**src/rtl/core/tpp_pkg.sv**
```systemverilog
`timescale 1ns / 1ps
`default_nettype none

package tpp_pkg;

  localparam logic [7:0] HDR_OVERFLOW = 8'h70;
  localparam logic [7:0] SYNC_END     = 8'h80;
  localparam logic [7:0] HDR_PC_SLEEP = 8'h15;
  localparam logic [3:0] NIB_RSVD     = 4'h4;
  localparam logic [3:0] NIB_ITM_EXT  = 4'h8;
  localparam logic [3:0] NIB_TS_BASE  = 4'hc;
  localparam logic [2:0] TC_RESERVED  = 3'd4;
  localparam logic       REG_DUMP_PORT = 1'b0;

  localparam int unsigned TPP_QDEPTH = 2;
  localparam int unsigned QPTR_W     = $clog2(TPP_QDEPTH);
  localparam int unsigned QCNT_W     = $clog2(TPP_QDEPTH + 1);

  typedef enum logic [3:0] {
    KIND_SYNC     = 4'd0,
    KIND_BAD_SYNC = 4'd1,
    KIND_OVERFLOW = 4'd2,
    KIND_TS       = 4'd3,
    KIND_RESERVED = 4'd4,
    KIND_ITM_EXT  = 4'd5,
    KIND_DWT_EXT  = 4'd6,
    KIND_SW       = 4'd7,
    KIND_HW       = 4'd8,
    KIND_CHAR     = 4'd9
  } tpp_kind_e;

  typedef enum logic [3:0] {
    HW_OVF       = 4'd0,
    HW_EXC_ENTRY = 4'd1,
    HW_EXC_EXIT  = 4'd2,
    HW_EXC_RET   = 4'd3,
    HW_EXC_OTHER = 4'd4,
    HW_PC        = 4'd5,
    HW_PC_SLEEP  = 4'd6,
    HW_DATA_PC   = 4'd7,
    HW_ADDR_OFF  = 4'd8,
    HW_READ      = 4'd9,
    HW_WRITE     = 4'd10,
    HW_UNDEF     = 4'd11
  } tpp_hwcls_e;

  typedef enum logic [2:0] {
    CL_ZERO      = 3'd0,
    CL_OVERFLOW  = 3'd1,
    CL_TS_SHORT  = 3'd2,
    CL_TS_LONG   = 3'd3,
    CL_EXT_SHORT = 3'd4,
    CL_EXT_LONG  = 3'd5,
    CL_PAYLOAD   = 3'd6
  } tpp_cls_e;

  typedef enum logic [4:0] {
    PH_IDLE = 5'b00001,
    PH_SYNC = 5'b00010,
    PH_TS   = 5'b00100,
    PH_EXT  = 5'b01000,
    PH_PAY  = 5'b10000
  } tpp_phase_e;

  typedef struct packed {
    logic [7:0] data;
    tpp_cls_e   cls;
    logic [2:0] size;
  } tpp_tok_t;

  typedef struct packed {
    logic [3:0]  packet_kind;
    logic [7:0]  header_byte;
    logic [31:0] payload_value;
    logic [4:0]  source_id;
    logic [2:0]  payload_len;
    logic [2:0]  time_control;
    logic [3:0]  hw_event_class;
    logic [1:0]  comparator;
    logic [8:0]  exception_number;
    logic [5:0]  overflow_flags;
  } tpp_pkt_t;

endpackage

`default_nettype wire

```
**src/rtl/core/tpp_byte_if.sv**
```systemverilog
`timescale 1ns / 1ps
`default_nettype none

interface tpp_byte_if;
  logic       valid;
  logic       ready;
  logic [7:0] trace_byte;

  modport source (output valid, output trace_byte, input ready);
  modport sink (input valid, input trace_byte, output ready);
endinterface

`default_nettype wire

```
**src/rtl/core/tpp_pkt_if.sv**
```systemverilog
`timescale 1ns / 1ps
`default_nettype none

interface tpp_pkt_if;
  logic        valid;
  logic        ready;
  logic [3:0]  packet_kind;
  logic [7:0]  header_byte;
  logic [31:0] payload_value;
  logic [4:0]  source_id;
  logic [2:0]  payload_len;
  logic [2:0]  time_control;
  logic [3:0]  hw_event_class;
  logic [1:0]  comparator;
  logic [8:0]  exception_number;
  logic [5:0]  overflow_flags;

  modport source (
    output valid, output packet_kind, output header_byte, output payload_value,
    output source_id, output payload_len, output time_control,
    output hw_event_class, output comparator, output exception_number,
    output overflow_flags, input ready
  );
  modport sink (
    input valid, input packet_kind, input header_byte, input payload_value,
    input source_id, input payload_len, input time_control,
    input hw_event_class, input comparator, input exception_number,
    input overflow_flags, output ready
  );
endinterface

`default_nettype wire

```
**src/rtl/core/tpp_classify.sv**
```systemverilog
`timescale 1ns / 1ps
`default_nettype none

module tpp_classify (
  tpp_byte_if.sink          in_if,
  output logic              tok_valid_o,
  input  logic              tok_ready_i,
  output tpp_pkg::tpp_tok_t tok_o
);
  import tpp_pkg::*;

  logic [7:0] b;

  assign b           = in_if.trace_byte;
  assign tok_valid_o = in_if.valid;
  assign in_if.ready = tok_ready_i;

  always_comb begin
    tok_o.data = b;
    tok_o.size = (b[1:0] == 2'b11) ? 3'd4 : {1'b0, b[1:0]};
    priority if (b == 8'h00) begin
      tok_o.cls = CL_ZERO;
    end else if (b == HDR_OVERFLOW) begin
      tok_o.cls = CL_OVERFLOW;
    end else if (b[3:0] == 4'h0) begin
      tok_o.cls = b[7] ? CL_TS_LONG : CL_TS_SHORT;
    end else if (b[1:0] == 2'b00) begin
      tok_o.cls = b[7] ? CL_EXT_LONG : CL_EXT_SHORT;
    end else begin
      tok_o.cls = CL_PAYLOAD;
    end
  end

endmodule

`default_nettype wire

```
**src/rtl/core/tpp_queue.sv**
```systemverilog
`timescale 1ns / 1ps
`default_nettype none

module tpp_queue (
  input  logic              clk_i,
  input  logic              rst_ni,
  input  logic              in_valid_i,
  output logic              in_ready_o,
  input  tpp_pkg::tpp_tok_t in_tok_i,
  output logic              out_valid_o,
  input  logic              out_ready_i,
  output tpp_pkg::tpp_tok_t out_tok_o
);
  import tpp_pkg::*;

  localparam logic [QPTR_W-1:0] PtrLast = QPTR_W'(TPP_QDEPTH - 1);
  localparam logic [QCNT_W-1:0] CntFull = QCNT_W'(TPP_QDEPTH);

  tpp_tok_t          mem_q [TPP_QDEPTH];
  logic [QPTR_W-1:0] wr_q, wr_d, rd_q, rd_d;
  logic [QCNT_W-1:0] cnt_q, cnt_d;
  logic              push, pop;

  assign in_ready_o  = (cnt_q != CntFull);
  assign out_valid_o = (cnt_q != '0);
  assign out_tok_o   = mem_q[rd_q];
  assign push        = in_valid_i && in_ready_o;
  assign pop         = out_valid_o && out_ready_i;

  always_comb begin
    wr_d  = wr_q;
    rd_d  = rd_q;
    cnt_d = cnt_q;
    if (push) begin
      wr_d = (wr_q == PtrLast) ? '0 : wr_q + 1'b1;
    end
    if (pop) begin
      rd_d = (rd_q == PtrLast) ? '0 : rd_q + 1'b1;
    end
    unique case ({push, pop})
      2'b10:   cnt_d = cnt_q + 1'b1;
      2'b01:   cnt_d = cnt_q - 1'b1;
      default: cnt_d = cnt_q;
    endcase
  end

  always_ff @(posedge clk_i or negedge rst_ni) begin
    if (!rst_ni) begin
      wr_q  <= '0;
      rd_q  <= '0;
      cnt_q <= '0;
    end else begin
      wr_q  <= wr_d;
      rd_q  <= rd_d;
      cnt_q <= cnt_d;
    end
  end

  always_ff @(posedge clk_i) begin
    if (push) begin
      mem_q[wr_q] <= in_tok_i;
    end
  end

endmodule

`default_nettype wire

```
**src/rtl/core/tpp_decode.sv**
```systemverilog
`timescale 1ns / 1ps
`default_nettype none

module tpp_decode #(
  parameter int unsigned SYNC_ZEROS = 7
) (
  input  logic              clk_i,
  input  logic              rst_ni,
  input  logic [5:0]        dump_port_i,
  input  logic              tok_valid_i,
  output logic              tok_ready_o,
  input  tpp_pkg::tpp_tok_t tok_i,
  output logic              out_valid_o,
  input  logic              out_ready_i,
  output tpp_pkg::tpp_pkt_t pkt_o
);
  import tpp_pkg::*;

  localparam int unsigned CNT_W = $clog2(SYNC_ZEROS + 1);
  localparam logic [CNT_W-1:0] SyncMax = CNT_W'(SYNC_ZEROS);

  tpp_phase_e       phase_q, phase_d;
  logic [7:0]       hdr_q, hdr_d;
  logic [31:0]      acc_q, acc_d;
  logic [2:0]       seen_q, seen_d;
  logic [2:0]       exp_q, exp_d;
  logic [CNT_W-1:0] cnt_q, cnt_d;
  logic             out_valid_q;
  tpp_pkt_t         out_q;
  logic             pop, res_vld;
  tpp_pkt_t         res;

  assign tok_ready_o = !out_valid_q || out_ready_i;
  assign pop         = tok_valid_i && tok_ready_o;
  assign out_valid_o = out_valid_q;
  assign pkt_o       = out_q;

  function automatic tpp_kind_e ext_kind(input logic [7:0] h);
    tpp_kind_e k;
    unique case (h[3:0])
      NIB_RSVD:    k = KIND_RESERVED;
      NIB_ITM_EXT: k = KIND_ITM_EXT;
      default:     k = KIND_DWT_EXT;
    endcase
    return k;
  endfunction

  always_comb begin
    logic [7:0]  b;
    logic [31:0] bsh, tsh, acc_new;
    logic [2:0]  seen_new;
    logic [4:0]  typ;
    logic        go_idle;
    b        = tok_i.data;
    typ      = hdr_q[7:3];
    seen_new = seen_q + 3'd1;
    unique case (seen_q[1:0])
      2'd0: begin
        bsh = {24'b0, b};
        tsh = {25'b0, b[6:0]};
      end
      2'd1: begin
        bsh = {16'b0, b, 8'b0};
        tsh = {18'b0, b[6:0], 7'b0};
      end
      2'd2: begin
        bsh = {8'b0, b, 16'b0};
        tsh = {11'b0, b[6:0], 14'b0};
      end
      default: begin
        bsh = {b, 24'b0};
        tsh = {4'b0, b[6:0], 21'b0};
      end
    endcase
    acc_new = acc_q | (phase_q == PH_TS ? tsh : bsh);
    go_idle = 1'b0;
    phase_d = phase_q;
    hdr_d   = hdr_q;
    acc_d   = acc_q;
    seen_d  = seen_q;
    exp_d   = exp_q;
    cnt_d   = cnt_q;
    res_vld = 1'b0;
    res     = '0;

    if (pop) begin
      unique case (phase_q)
        PH_SYNC: begin
          if (cnt_q < SyncMax) begin
            if (b != 8'h00) begin
              go_idle           = 1'b1;
              res_vld           = 1'b1;
              res.packet_kind   = KIND_BAD_SYNC;
            end else begin
              cnt_d = cnt_q + 1'b1;
            end
          end else begin
            go_idle         = 1'b1;
            res_vld         = 1'b1;
            res.packet_kind = (b == SYNC_END) ? KIND_SYNC : KIND_BAD_SYNC;
          end
        end
        PH_TS: begin
          acc_d  = acc_new;
          seen_d = seen_new;
          if (!b[7] || seen_new[2]) begin
            go_idle = 1'b1;
            if (dump_port_i == '0) begin
              res_vld           = 1'b1;
              res.packet_kind   = KIND_TS;
              res.header_byte   = hdr_q;
              res.payload_value = acc_new;
              res.payload_len   = seen_new;
              res.time_control  = (hdr_q[7:4] >= NIB_TS_BASE) ?
                                  {1'b0, hdr_q[5:4]} : TC_RESERVED;
            end
          end
        end
        PH_EXT: begin
          acc_d  = acc_new;
          seen_d = seen_new;
          if (!b[7] || seen_new[2]) begin
            go_idle = 1'b1;
            if (dump_port_i == '0) begin
              res_vld           = 1'b1;
              res.packet_kind   = ext_kind(hdr_q);
              res.header_byte   = hdr_q;
              res.payload_value = acc_new;
              res.payload_len   = seen_new;
            end
          end
        end
        PH_PAY: begin
          acc_d  = acc_new;
          seen_d = seen_new;
          if (seen_new >= exp_q) begin
            go_idle           = 1'b1;
            res.header_byte   = hdr_q;
            res.payload_value = acc_new;
            res.source_id     = typ;
            res.payload_len   = seen_new;
            if (!hdr_q[2]) begin
              if (dump_port_i == '0) begin
                res_vld         = 1'b1;
                res.packet_kind = KIND_SW;
              end else if ({1'b0, typ} + 6'd1 == dump_port_i) begin
                res_vld           = 1'b1;
                res.packet_kind   = KIND_CHAR;
                res.payload_value = {24'b0, acc_new[7:0]};
              end
            end else if (dump_port_i == '0) begin
              res_vld         = 1'b1;
              res.packet_kind = KIND_HW;
              priority if (typ == 5'd0) begin
                res.hw_event_class = HW_OVF;
                res.overflow_flags = acc_new[5:0];
              end else if (typ == 5'd1) begin
                res.exception_number = acc_new[8:0];
                res.hw_event_class   = (acc_new[31:14] == '0 && acc_new[13:12] != 2'b00) ?
                                       {2'b00, acc_new[13:12]} : HW_EXC_OTHER;
              end else if (typ == 5'd2) begin
                res.hw_event_class = (hdr_q == HDR_PC_SLEEP) ? HW_PC_SLEEP : HW_PC;
              end else if (typ[4:3] == 2'b01) begin
                res.hw_event_class = typ[0] ? HW_ADDR_OFF : HW_DATA_PC;
                res.comparator     = hdr_q[5:4];
              end else if (typ[4:3] == 2'b10) begin
                res.hw_event_class = hdr_q[3] ? HW_WRITE : HW_READ;
                res.comparator     = hdr_q[5:4];
              end else begin
                res.hw_event_class = HW_UNDEF;
              end
            end
          end
        end
        default: begin
          go_idle = 1'b1;
          hdr_d   = b;
          unique case (tok_i.cls)
            CL_ZERO: begin
              phase_d = PH_SYNC;
              cnt_d   = CNT_W'(1);
            end
            CL_OVERFLOW: begin
              res_vld         = 1'b1;
              res.packet_kind = KIND_OVERFLOW;
              res.header_byte = b;
            end
            CL_TS_SHORT: begin
              if (dump_port_i == '0) begin
                res_vld           = 1'b1;
                res.packet_kind   = KIND_TS;
                res.header_byte   = b;
                res.payload_value = {28'b0, b[7:4]};
              end
            end
            CL_TS_LONG: begin
              phase_d = PH_TS;
            end
            CL_EXT_SHORT: begin
              if (dump_port_i == '0) begin
                res_vld         = 1'b1;
                res.packet_kind = ext_kind(b);
                res.header_byte = b;
              end
            end
            CL_EXT_LONG: begin
              phase_d = PH_EXT;
            end
            default: begin
              phase_d = PH_PAY;
            end
          endcase
        end
      endcase
      if (go_idle) begin
        if (phase_q != PH_IDLE || tok_i.cls == CL_OVERFLOW ||
            tok_i.cls == CL_TS_SHORT || tok_i.cls == CL_EXT_SHORT) begin
          phase_d = PH_IDLE;
        end
        acc_d  = '0;
        seen_d = '0;
        exp_d  = (phase_q == PH_IDLE && tok_i.cls == CL_PAYLOAD) ? tok_i.size : 3'd0;
        if (phase_q == PH_IDLE && tok_i.cls == CL_ZERO) begin
          cnt_d = CNT_W'(1);
        end
      end
    end
  end

  always_ff @(posedge clk_i or negedge rst_ni) begin
    if (!rst_ni) begin
      phase_q     <= PH_IDLE;
      out_valid_q <= 1'b0;
      hdr_q       <= '0;
      acc_q       <= '0;
      seen_q      <= '0;
      exp_q       <= '0;
      cnt_q       <= '0;
    end else begin
      phase_q <= phase_d;
      hdr_q   <= hdr_d;
      acc_q   <= acc_d;
      seen_q  <= seen_d;
      exp_q   <= exp_d;
      cnt_q   <= cnt_d;
      if (tok_ready_o) begin
        out_valid_q <= pop && res_vld;
      end
    end
  end

  always_ff @(posedge clk_i) begin
    if (pop && res_vld) begin
      out_q <= res;
    end
  end

endmodule

`default_nettype wire

```
**src/rtl/core/itm_dwt_trace_packet_parser.sv**
```systemverilog
// Trace packet parser for a serial-wire trace byte stream.
// in_if carries one trace byte per transfer; out_if carries one decoded packet
// per transfer, and only bytes that complete a packet give one. The APB port
// holds dump_port at byte address 0: zero gives full decode, n keeps only the
// low payload byte of software port n-1 (sync, bad sync and overflow are kept).
// Write dump_port only while no packet is in progress.
// Throughput: one byte per cycle while the receiver does not stall, set by the
// decoder state register behind a two-entry byte queue.
// Each byte passes the queue and then the decoder; the output register takes a
// result when the decoder takes the byte that completes its packet.
// Reset: decoder idle awaiting a header, queue empty, dump_port zero.
// When the receiver stalls, the output register holds its packet, the decoder
// stops, the queue takes at most two more transfers and in_if.ready drops;
// no byte or packet is lost.
`timescale 1ns / 1ps
`default_nettype none

module itm_dwt_trace_packet_parser #(
  parameter int unsigned SYNC_ZEROS = 7
) (
  input  logic        clk_i,
  input  logic        rst_ni,
  input  logic        psel,
  input  logic        penable,
  input  logic        pwrite,
  input  logic [2:0]  paddr,
  input  logic [31:0] pwdata,
  output logic [31:0] prdata,
  output logic        pready,
  tpp_byte_if.sink    in_if,
  tpp_pkt_if.source   out_if
);
  import tpp_pkg::*;

  logic [5:0] dump_q;
  logic       ftok_valid, ftok_ready;
  tpp_tok_t   ftok;
  logic       btok_valid, btok_ready;
  tpp_tok_t   btok;
  tpp_pkt_t   pkt;

  assign pready = 1'b1;
  assign prdata = (paddr[2] == REG_DUMP_PORT) ? {26'b0, dump_q} : 32'b0;

  always_ff @(posedge clk_i or negedge rst_ni) begin
    if (!rst_ni) begin
      dump_q <= '0;
    end else if (psel && penable && pwrite && pready && paddr[2] == REG_DUMP_PORT) begin
      dump_q <= pwdata[5:0];
    end
  end

  tpp_classify u_classify (
    .in_if       (in_if),
    .tok_valid_o (ftok_valid),
    .tok_ready_i (ftok_ready),
    .tok_o       (ftok)
  );

  tpp_queue u_queue (
    .clk_i       (clk_i),
    .rst_ni      (rst_ni),
    .in_valid_i  (ftok_valid),
    .in_ready_o  (ftok_ready),
    .in_tok_i    (ftok),
    .out_valid_o (btok_valid),
    .out_ready_i (btok_ready),
    .out_tok_o   (btok)
  );

  tpp_decode #(
    .SYNC_ZEROS (SYNC_ZEROS)
  ) u_decode (
    .clk_i       (clk_i),
    .rst_ni      (rst_ni),
    .dump_port_i (dump_q),
    .tok_valid_i (btok_valid),
    .tok_ready_o (btok_ready),
    .tok_i       (btok),
    .out_valid_o (out_if.valid),
    .out_ready_i (out_if.ready),
    .pkt_o       (pkt)
  );

  assign out_if.packet_kind      = pkt.packet_kind;
  assign out_if.header_byte      = pkt.header_byte;
  assign out_if.payload_value    = pkt.payload_value;
  assign out_if.source_id        = pkt.source_id;
  assign out_if.payload_len      = pkt.payload_len;
  assign out_if.time_control     = pkt.time_control;
  assign out_if.hw_event_class   = pkt.hw_event_class;
  assign out_if.comparator       = pkt.comparator;
  assign out_if.exception_number = pkt.exception_number;
  assign out_if.overflow_flags   = pkt.overflow_flags;

endmodule

`default_nettype wire

```
**src/flat_wrapper.sv**
```systemverilog
// flat-port wrapper written by rule: the top's interface ports become plain ports
module itm_dwt_trace_packet_parser_flat import tpp_pkg::*;
#(
  parameter int unsigned SYNC_ZEROS = 7
)
  (clk_i, rst_ni, psel, penable, pwrite, paddr, pwdata, prdata, pready, in_if_valid, in_if_trace_byte, in_if_ready, out_if_valid, out_if_packet_kind, out_if_header_byte, out_if_payload_value, out_if_source_id, out_if_payload_len, out_if_time_control, out_if_hw_event_class, out_if_comparator, out_if_exception_number, out_if_overflow_flags, out_if_ready);
  tpp_byte_if in_if_i ();
  tpp_pkt_if out_if_i ();
  input  logic clk_i;
  input  logic rst_ni;
  input  logic psel;
  input  logic penable;
  input  logic pwrite;
  input  logic [2:0] paddr;
  input  logic [31:0] pwdata;
  output logic [31:0] prdata;
  output logic pready;
  input wire logic [$bits(in_if_i.valid)-1:0] in_if_valid;
  input wire logic [$bits(in_if_i.trace_byte)-1:0] in_if_trace_byte;
  output wire logic [$bits(in_if_i.ready)-1:0] in_if_ready;
  output wire logic [$bits(out_if_i.valid)-1:0] out_if_valid;
  output wire logic [$bits(out_if_i.packet_kind)-1:0] out_if_packet_kind;
  output wire logic [$bits(out_if_i.header_byte)-1:0] out_if_header_byte;
  output wire logic [$bits(out_if_i.payload_value)-1:0] out_if_payload_value;
  output wire logic [$bits(out_if_i.source_id)-1:0] out_if_source_id;
  output wire logic [$bits(out_if_i.payload_len)-1:0] out_if_payload_len;
  output wire logic [$bits(out_if_i.time_control)-1:0] out_if_time_control;
  output wire logic [$bits(out_if_i.hw_event_class)-1:0] out_if_hw_event_class;
  output wire logic [$bits(out_if_i.comparator)-1:0] out_if_comparator;
  output wire logic [$bits(out_if_i.exception_number)-1:0] out_if_exception_number;
  output wire logic [$bits(out_if_i.overflow_flags)-1:0] out_if_overflow_flags;
  input wire logic [$bits(out_if_i.ready)-1:0] out_if_ready;
  assign in_if_i.valid = in_if_valid;
  assign in_if_i.trace_byte = in_if_trace_byte;
  assign in_if_ready = in_if_i.ready;
  assign out_if_valid = out_if_i.valid;
  assign out_if_packet_kind = out_if_i.packet_kind;
  assign out_if_header_byte = out_if_i.header_byte;
  assign out_if_payload_value = out_if_i.payload_value;
  assign out_if_source_id = out_if_i.source_id;
  assign out_if_payload_len = out_if_i.payload_len;
  assign out_if_time_control = out_if_i.time_control;
  assign out_if_hw_event_class = out_if_i.hw_event_class;
  assign out_if_comparator = out_if_i.comparator;
  assign out_if_exception_number = out_if_i.exception_number;
  assign out_if_overflow_flags = out_if_i.overflow_flags;
  assign out_if_i.ready = out_if_ready;
  itm_dwt_trace_packet_parser #(.SYNC_ZEROS(SYNC_ZEROS)) u_core (.clk_i(clk_i), .rst_ni(rst_ni), .psel(psel), .penable(penable), .pwrite(pwrite), .paddr(paddr), .pwdata(pwdata), .prdata(prdata), .pready(pready), .in_if(in_if_i), .out_if(out_if_i));
endmodule
```
**config.mk**
```make
export PLATFORM = sky130hd
export DESIGN_NAME = itm_dwt_trace_packet_parser_flat
export DESIGN_NICKNAME = d
export VERILOG_FILES = /design/src/rtl/core/tpp_pkg.sv /design/src/rtl/core/tpp_byte_if.sv /design/src/rtl/core/tpp_pkt_if.sv /design/src/rtl/core/tpp_classify.sv /design/src/rtl/core/tpp_queue.sv /design/src/rtl/core/tpp_decode.sv /design/src/rtl/core/itm_dwt_trace_packet_parser.sv /design/src/flat_wrapper.sv
export SDC_FILE = /design/constraint.sdc
export NUM_CORES = 1
export LEC_CHECK = 0
export ABC_AREA = 1
export ABC_CLOCK_PERIOD_IN_PS = 5200
export BUFFER_PORTS_ARGS = -buffer_cell sky130_fd_sc_hd__buf_2
export CAP_MARGIN = 25
export CORE_MARGIN = 2
export CORE_UTILIZATION = 50
export CTS_BUF_LIST = sky130_fd_sc_hd__clkbuf_4 sky130_fd_sc_hd__clkbuf_8
export DETAILED_ROUTE_END_ITERATION = 8
export HOLD_SLACK_MARGIN = 0.08
export PLACE_DENSITY = 0.73
export SLEW_MARGIN = 20
export SYNTH_ARGS = -nofsm -noshare
export SYNTH_HDL_FRONTEND = slang
export SYNTH_SLANG_ARGS = --single-unit
```
**constraint.sdc**
```tcl
create_clock -name clk_i -period 5.2 [get_ports clk_i]
set_clock_uncertainty 0.1 [all_clocks]
set_input_delay 0 -clock clk_i [delete_from_list [all_inputs] [get_ports clk_i]]
set_output_delay 0 -clock clk_i [all_outputs]
set_load 0.01 [all_outputs]
```
==> results of run 1 <==
## layout by cell type, fill, tap and decap left out, drive strengths merged, types with 6 or more instances in the layout
cell         count
nand2          188
nor2           129
inv            122
buf            114
edfxtp         104
nand3           80
dfrtp           64
o21ai           64
a21oi           33
dlygate4sd3     29
nor3            28
conb            27
clkbuf          18
ha              13
nand4           12
a31oi            9
o31ai            8
xnor2            7
clkinv           7
o22ai            6
## worst reg2reg max path, delay by kind of cell, from the launching register on
kind,cells,cell delay (ns)
AO/OA/AOI/OAI,2,0.37
adder cells (fa/ha/maj),2,0.85
XOR/XNOR,1,0.23
AND/OR/NAND/NOR,5,0.43
buffers and inverters,3,0.91
flip-flops,1,0.44
## layout make-up
cell class	instances	area, µm²	area share, %
well taps	225	282	2.82
flip-flops and latches	169	4750	47.6
multi-input cells	622	3220	32.3
inverters	117	447	4.48
clock inverters	14	136	1.37
clock buffers	18	241	2.42
repair buffers	143	896	8.98
## logic make-up after synthesis
family,count (synthesis),share of synthesized area (%)
AOI/OAI and AO/OA,126,9.36
adders and majority gates,13,1.87
buffers and inverters,170,9.50
xor gates and xnor gates,12,1.21
other,2,0.0863
and+or+nand+nor,444,23.4
DFF,169,54.6
## registers in the layout, summed over array words and instances (netlist names), 2 cells and up
register                 flops
u_core.u_decode.seen_q       3
u_core.u_queue.cnt_q         2
u_core.u_decode.cnt_q        3
u_core.u_decode.hdr_q        8
u_core.dump_q                6
u_core.u_decode.acc_q       32
u_core.u_decode.phase_q      5
u_core.u_decode.exp_q        3
u_core.u_decode.pkt_o       76
u_core.u_queue.mem_q        28
## per-layer routing
| metal | global-route usage (%) | vias to the layer above | wire length, µm |
|---|---|---|---|
| met2 | 35.4 | 311 | 9280 |
| met4 | 10.7 | 0 | 602 |
| met1 | 29.6 | 3218 | 8420 |
| met3 | 5.00 | 42 | 1620 |
| met5 | 0 | - | 0 |
| li1 | - | 3345 | - |
## power breakdown
part           leakage [nW]  internal [mW]  switching [mW]  total (mW)
clock network         0.192          0.394           0.514       0.908
registers              1.85           1.89           0.193        2.08
logic                  2.44          0.586            1.55        2.13
## synthesized netlist by cell type, types with 9 or more instances
cell                       number  area share (%)
sky130_fd_sc_hd__a21oi_1       32             1.8
sky130_fd_sc_hd__a31oi_1        9            0.65
sky130_fd_sc_hd__buf_4         28             2.4
sky130_fd_sc_hd__buf_6          9             1.2
sky130_fd_sc_hd__clkbuf_1       9            0.39
sky130_fd_sc_hd__dfrtp_1       64              18
sky130_fd_sc_hd__edfxtp_1     104              36
sky130_fd_sc_hd__ha_1          13             1.9
sky130_fd_sc_hd__inv_1        100             4.3
sky130_fd_sc_hd__inv_2         14            0.60
sky130_fd_sc_hd__nand2_1      164             7.1
sky130_fd_sc_hd__nand2_2       19             1.4
sky130_fd_sc_hd__nand3_1       77             4.4
sky130_fd_sc_hd__nand4_1       12            0.86
sky130_fd_sc_hd__nor2_1       122             5.3
sky130_fd_sc_hd__nor3_1        27             1.6
sky130_fd_sc_hd__o21ai_0       34             2.0
sky130_fd_sc_hd__o21ai_2       23             2.3
## worst max-delay path by stage
stage	from	endpoint	depth (start not counted)
2_1_floorplan	u_core.u_decode.seen_q[0]	u_core.u_decode.pkt_o[0]	12
3_3_place_gp	u_core.u_decode.seen_q[0]	u_core.u_decode.pkt_o[49]	13
3_5_place_dp	u_core.u_decode.seen_q[0]	u_core.u_decode.pkt_o[46]	13
4_1_cts	u_core.u_decode.seen_q[0]	u_core.u_decode.pkt_o[25]	13
5_1_grt	u_core.u_decode.seen_q[0]	u_core.u_decode.pkt_o[25]	13
6_report	u_core.u_decode.seen_q[0]	u_core.u_decode.pkt_o[52]	13
## stage by stage
| step | instances | worst slack, ns | hold WS (ns) |
|---|---|---|---|
| 6_report | 1308 | 1.52 | 0.161 |
| 3_5_place_dp | 1247 | 1.55 | 0.111 |
| 5_1_grt | 1308 | 1.22 | 0.150 |
| 2_1_floorplan | 961 | 1.26 | -0.396 |
| 3_3_place_gp | 1247 | 1.64 | 0.107 |
| 4_1_cts | 1308 | 1.52 | 0.144 |
## timing repair
item	in CTS	in global routing
hold buffers	29	0
hold endpoints to repair	130	0
endpoints found under the setup margin	0	0
==> results.ini, run 1 <==
[outcome]
status=completed

[layout]
fillerInstances=1527
antenna_diode_count=0
drive_above_1_share_pct=21.1
area_delta_synth_final_pct=14.6
finalInstanceArea_um2=9970
final_net_count=1133
fin_util_pct=58.1

[worst_setup_path]
worst_path_dominant_cell_family=buffers and inverters
worst-endpoint-required_ns=5.25
path_max_fanout=50
setup.worst_path.start_class=flip-flop
worstSetupPathType=flip-flop to flip-flop
cp_data_arrival_time_ns=3.72
reg2reg_to=u_core.u_decode.pkt_o[52]
crit_chain=ha_1 -> xnor2_1 -> inv_1 -> ha_1 -> nand2_1 -> o211ai_1 -> nand2_2 -> o21ai_0 -> nor3_1 -> nand2_1 -> nand2_1 -> inv_2 -> buf_12
endpoint_kind=flip-flop
ff2ff_setup_slack_ns=1.52
slowest_cell_delay_on_critical_path_ns=0.52
crit_path_frequent_cell=sky130_fd_sc_hd__nand2_1
regToRegStartpoint=u_core.u_decode.seen_q[0]
crit_slowest_cell=sky130_fd_sc_hd__ha_1
reg2regPathDepth=13
timing.critical_path.buf_inv=3

[route]
vias=6916
routed_wirelength_mm=19.9
drt_pass1_iterations=6
avgRoutedWirePerCell_um=15.2
drc_errors=0
first_iter_violations=787
antenna_left=0
drt-vias-per-instance=5.29

[timing]
final_period_minus_worst_setup_slack_ns=3.68
slew_headroom_pct=40.4
report.final.slew_viol_count=0
worst_slew_pin_tran_ns=0.893
finalHoldViolations=0
unrepaired_setup_endpoints_after_global_routing=false
fmax_ghz=0.272
setup_viol=0
tns_setup_ns=0
fin_crit_share_pct=70.7

[floorplanning]
core_um2=17200
start_util_pct=50.7
floorplan.die.height_um=136
die_area_um2=18500
pin_count=161
core.rowCount=48
overall_die_width_um=136

[pwr]
power_mw=5.12
powerDensity_nw_per_um2=514
power_leakage_nw=4.47
largest_vdd_supply_drop_mv=0.252

[global_routing]
global_route.overflow_total=0
grt_pass1_wl_mm=31.9
gr-usage-all-layers_pct=22.5
grt_start_max_net_pins=66
grt_pass1_vias=6500
initial_antenna_violation_count=0

[place]
place_hpwl_mm=13.8
gp_congestion=0.904
buffer_ports.inserted=105
place_area_um2=9300

[run]
max-cap-violations=0

[clock_network]
cts_buffer_depth=2
worst_skew_pair.late_latency_ns=0.47
clkTransAtPathRegs_ns=0.09
clkSinkCount=169
post_cts_setup_repair_bufs=0
clockRootBuffer=sky130_fd_sc_hd__clkbuf_8
h-tree-depth=4
total_of_cells_resized_after_clock_tree_synthesis=0
numCtsBuffers=17
cts_tree=built

[worst_hold_path]
min-delay-path-class=primary input to async pin

[synthesis]
cell_variety_after_synth=48
syn-mean-instance-area_um2=9.30
syn-cell-area_um2=8700
synth_edf_count=104
ys.warnings.count=0
post_synthesis_cells=936
commonest_register_cell_after_synthesis=sky130_fd_sc_hd__edfxtp_1
register_area_share_after_synthesis_pct=54.6
async_reset_ff_share_pct=38.5
yosys_register_bits=169

(Power assumes the default switching activity.)
==> inputs of run 2 (changes only) <==
Settings changed: ABC_CLOCK_PERIOD_IN_PS 5200 to 3400.
Clock period 5.2 ns to 3.4 ns, I/O delays scaled along.
==> run 2 against run 1 <==
Sequential share of layout area shrank 0.71 points; wire length up 4.0%; clock power rose by 62%; design area increased by 1.5%; highest routed layer unchanged.
==> results.ini, run 2 (synthesis results as in run 1) <==
[outcome]
status=completed

[floorplanning]
pin_count=161
core_um2=17200
die_area_um2=18500
core.rowCount=48
floorplan.die.height_um=136
overall_die_width_um=136
start_util_pct=50.7

[timing]
fmax_ghz=0.332
final_period_minus_worst_setup_slack_ns=3.01
report.final.slew_viol_count=0
tns_setup_ns=0
slew_headroom_pct=61.5
setup_viol=0
unrepaired_setup_endpoints_after_global_routing=false
fin_crit_share_pct=88.6
worst_slew_pin_tran_ns=0.576
finalHoldViolations=0

[run]
max-cap-violations=0

[worst_setup_path]
crit_start=u_core.u_decode.seen_q[0]
reg2regPathDepth=13
setup.worst_path.start_class=flip-flop
critical_path.endpoint=u_core.u_decode.pkt_o[49]
ff2ff_setup_slack_ns=0.39
worst-endpoint-required_ns=3.43
cp_data_arrival_time_ns=3.04
path_max_fanout=28
worstSetupPathType=flip-flop to flip-flop
reg2reg_to=u_core.u_decode.pkt_o[49]
endpoint_kind=flip-flop
regToRegStartpoint=u_core.u_decode.seen_q[0]

[route]
avgRoutedWirePerCell_um=15.7
first_iter_violations=717
antenna_left=0
met1_length_mm=8.78
topRoutingLayerUsed=met4
vias=6913
drt-vias-per-instance=5.25
met2_wirelength_mm=9.89
routed_wirelength_mm=20.7
drt_pass1_iterations=6
route.met3.wl_mm=1.65
drc_errors=0

[global_routing]
gr-usage-all-layers_pct=23.3
grt_pass1_wl_mm=33.1
grt_start_max_net_pins=49
grt_pass1_vias=6495
initial_antenna_violation_count=0
global_route.overflow_total=0

[clock_network]
numCtsBuffers=17
cts_tree=built
post_cts_setup_repair_bufs=0
cts_buffer_depth=2
clkTransAtPathRegs_ns=0.09
clkSinkCount=169
h-tree-depth=4
worst_skew_pair.late_latency_ns=0.48
clockRootBuffer=sky130_fd_sc_hd__clkbuf_8

[layout]
antenna_diode_count=0
finalInstanceArea_um2=10100
final_net_count=1142
final_common_cell=sky130_fd_sc_hd__nand2_1
area_delta_synth_final_pct=16.3
largest_reg_flops=76
drive_above_1_share_pct=22.0
commonest_cells_after_routing_fill_and_taps_aside=163 x sky130_fd_sc_hd__nand2_1, 122 x sky130_fd_sc_hd__nor2_1, 104 x sky130_fd_sc_hd__buf_2, 104 x sky130_fd_sc_hd__edfxtp_1, 99 x sky130_fd_sc_hd__inv_1

[pwr]
powerDensity_nw_per_um2=799
power.combinational.fraction_pct=42.7
largest_vdd_supply_drop_mv=0.364
pwr-share-clk_pct=18.1
swShare_pct=43.4
p_int_mw=4.58
power_leakage_nw=4.52
seq_power_share_pct=39.2
power.switching_mw=3.51

[place]
place_area_um2=9420
place_hpwl_mm=14.4
buffer_ports.inserted=105
gp_congestion=0.917

[worst_hold_path]
min-delay-path-class=primary input to flip-flop

-- run 2: cell count changes in the layout (fill, tap and decap cells not counted), moves of 2 or more --
cell,before,now
sky130_fd_sc_hd__ha_1,13,11
sky130_fd_sc_hd__ha_4,0,2
sky130_fd_sc_hd__buf_4,8,16
sky130_fd_sc_hd__inv_6,6,4
sky130_fd_sc_hd__clkinvlp_4,1,4
sky130_fd_sc_hd__clkinv_4,4,2
-- run 2: worst min path at each step --
stage | start | end | slack, ns | cells past startpoint
global route | in_if_trace_byte[2] | u_core.u_queue.mem_q[1][8] | 0.16 | 2
finish | in_if_trace_byte[2] | u_core.u_queue.mem_q[1][8] | 0.16 | 2
global placement | out_if_ready | u_core.u_decode.out_valid_o | 0.11 | 2
CTS | in_if_trace_byte[2] | u_core.u_queue.mem_q[0][8] | 0.14 | 2
floorplan | rst_ni | u_core.dump_q[0] | -0.40 | 0
detailed placement | in_if_trace_byte[2] | u_core.u_queue.mem_q[1][8] | 0.11 | 1
-- run 2: what timing repair did --
item	in CTS	in global routing
hold endpoints to repair	107	39
gates resized for setup	0	0
hold buffers	29	1
-- run 2: worst max-delay path, stage by stage, from the launching register on --
cell and delay, ns:
sky130_fd_sc_hd__dfrtp_1 0.46, sky130_fd_sc_hd__ha_4 0.26, sky130_fd_sc_hd__xnor2_2 0.20, sky130_fd_sc_hd__inv_1 0.11
sky130_fd_sc_hd__ha_4 0.28, sky130_fd_sc_hd__nand2_1 0.04, sky130_fd_sc_hd__o211ai_1 0.19, sky130_fd_sc_hd__nand2_2 0.13
sky130_fd_sc_hd__inv_2 0.13, sky130_fd_sc_hd__nand3_1 0.10, sky130_fd_sc_hd__nand2_1 0.09, sky130_fd_sc_hd__nand2_2 0.07
sky130_fd_sc_hd__clkinvlp_4 0.10, sky130_fd_sc_hd__buf_4 0.37
-- run 2: final cells by class --
| type | count | area (µm²) |
|---|---|---|
| multi-input combinational | 622 | 3250 |
| inverter | 117 | 450 |
| sequential | 169 | 4750 |
| fill | 1488 | 7050 |
| timing repair buffer | 152 | 981 |
| tap | 225 | 282 |
| clock buffer | 20 | 263 |
| clock inverter | 12 | 141 |
-- run 2: power groups by stage --
stage,logic [mW],clock network [mW],registers (mW)
2_1_floorplan,2.21,0,3.33
3_3_place_gp,3.33,0,3.20
3_5_place_dp,3.39,0,3.22
4_1_cts,3.44,1.49,3.18
5_1_grt,3.78,1.56,3.23
6_report,3.45,1.47,3.17
-- run 2: stage by stage --
stage / setup WS, ns / total power, mW / utilization [%] / std cells / hold slack (ns)
final: 0.388 / 8.09 / 58.9 / 1317 / 0.161
after global routing: 0.182 / 8.58 / 58.9 / 1317 / 0.164
after CTS: 0.387 / 8.10 / 58.9 / 1316 / 0.142
after detailed placement: 0.421 / 6.61 / 54.8 / 1255 / 0.110
after global placement: 0.463 / 6.53 / 54.8 / 1255 / 0.107
after floorplan: 0.0143 / 5.54 / - / 961 / -0.396
-- run 2: per-layer routing --
layer  vias to the layer above  track usage [%]
met2                       302             38.1
met1                      3230             31.5
met5                         -                0
met3                        28             4.33
met4                         0             7.58
li1                       3353                -
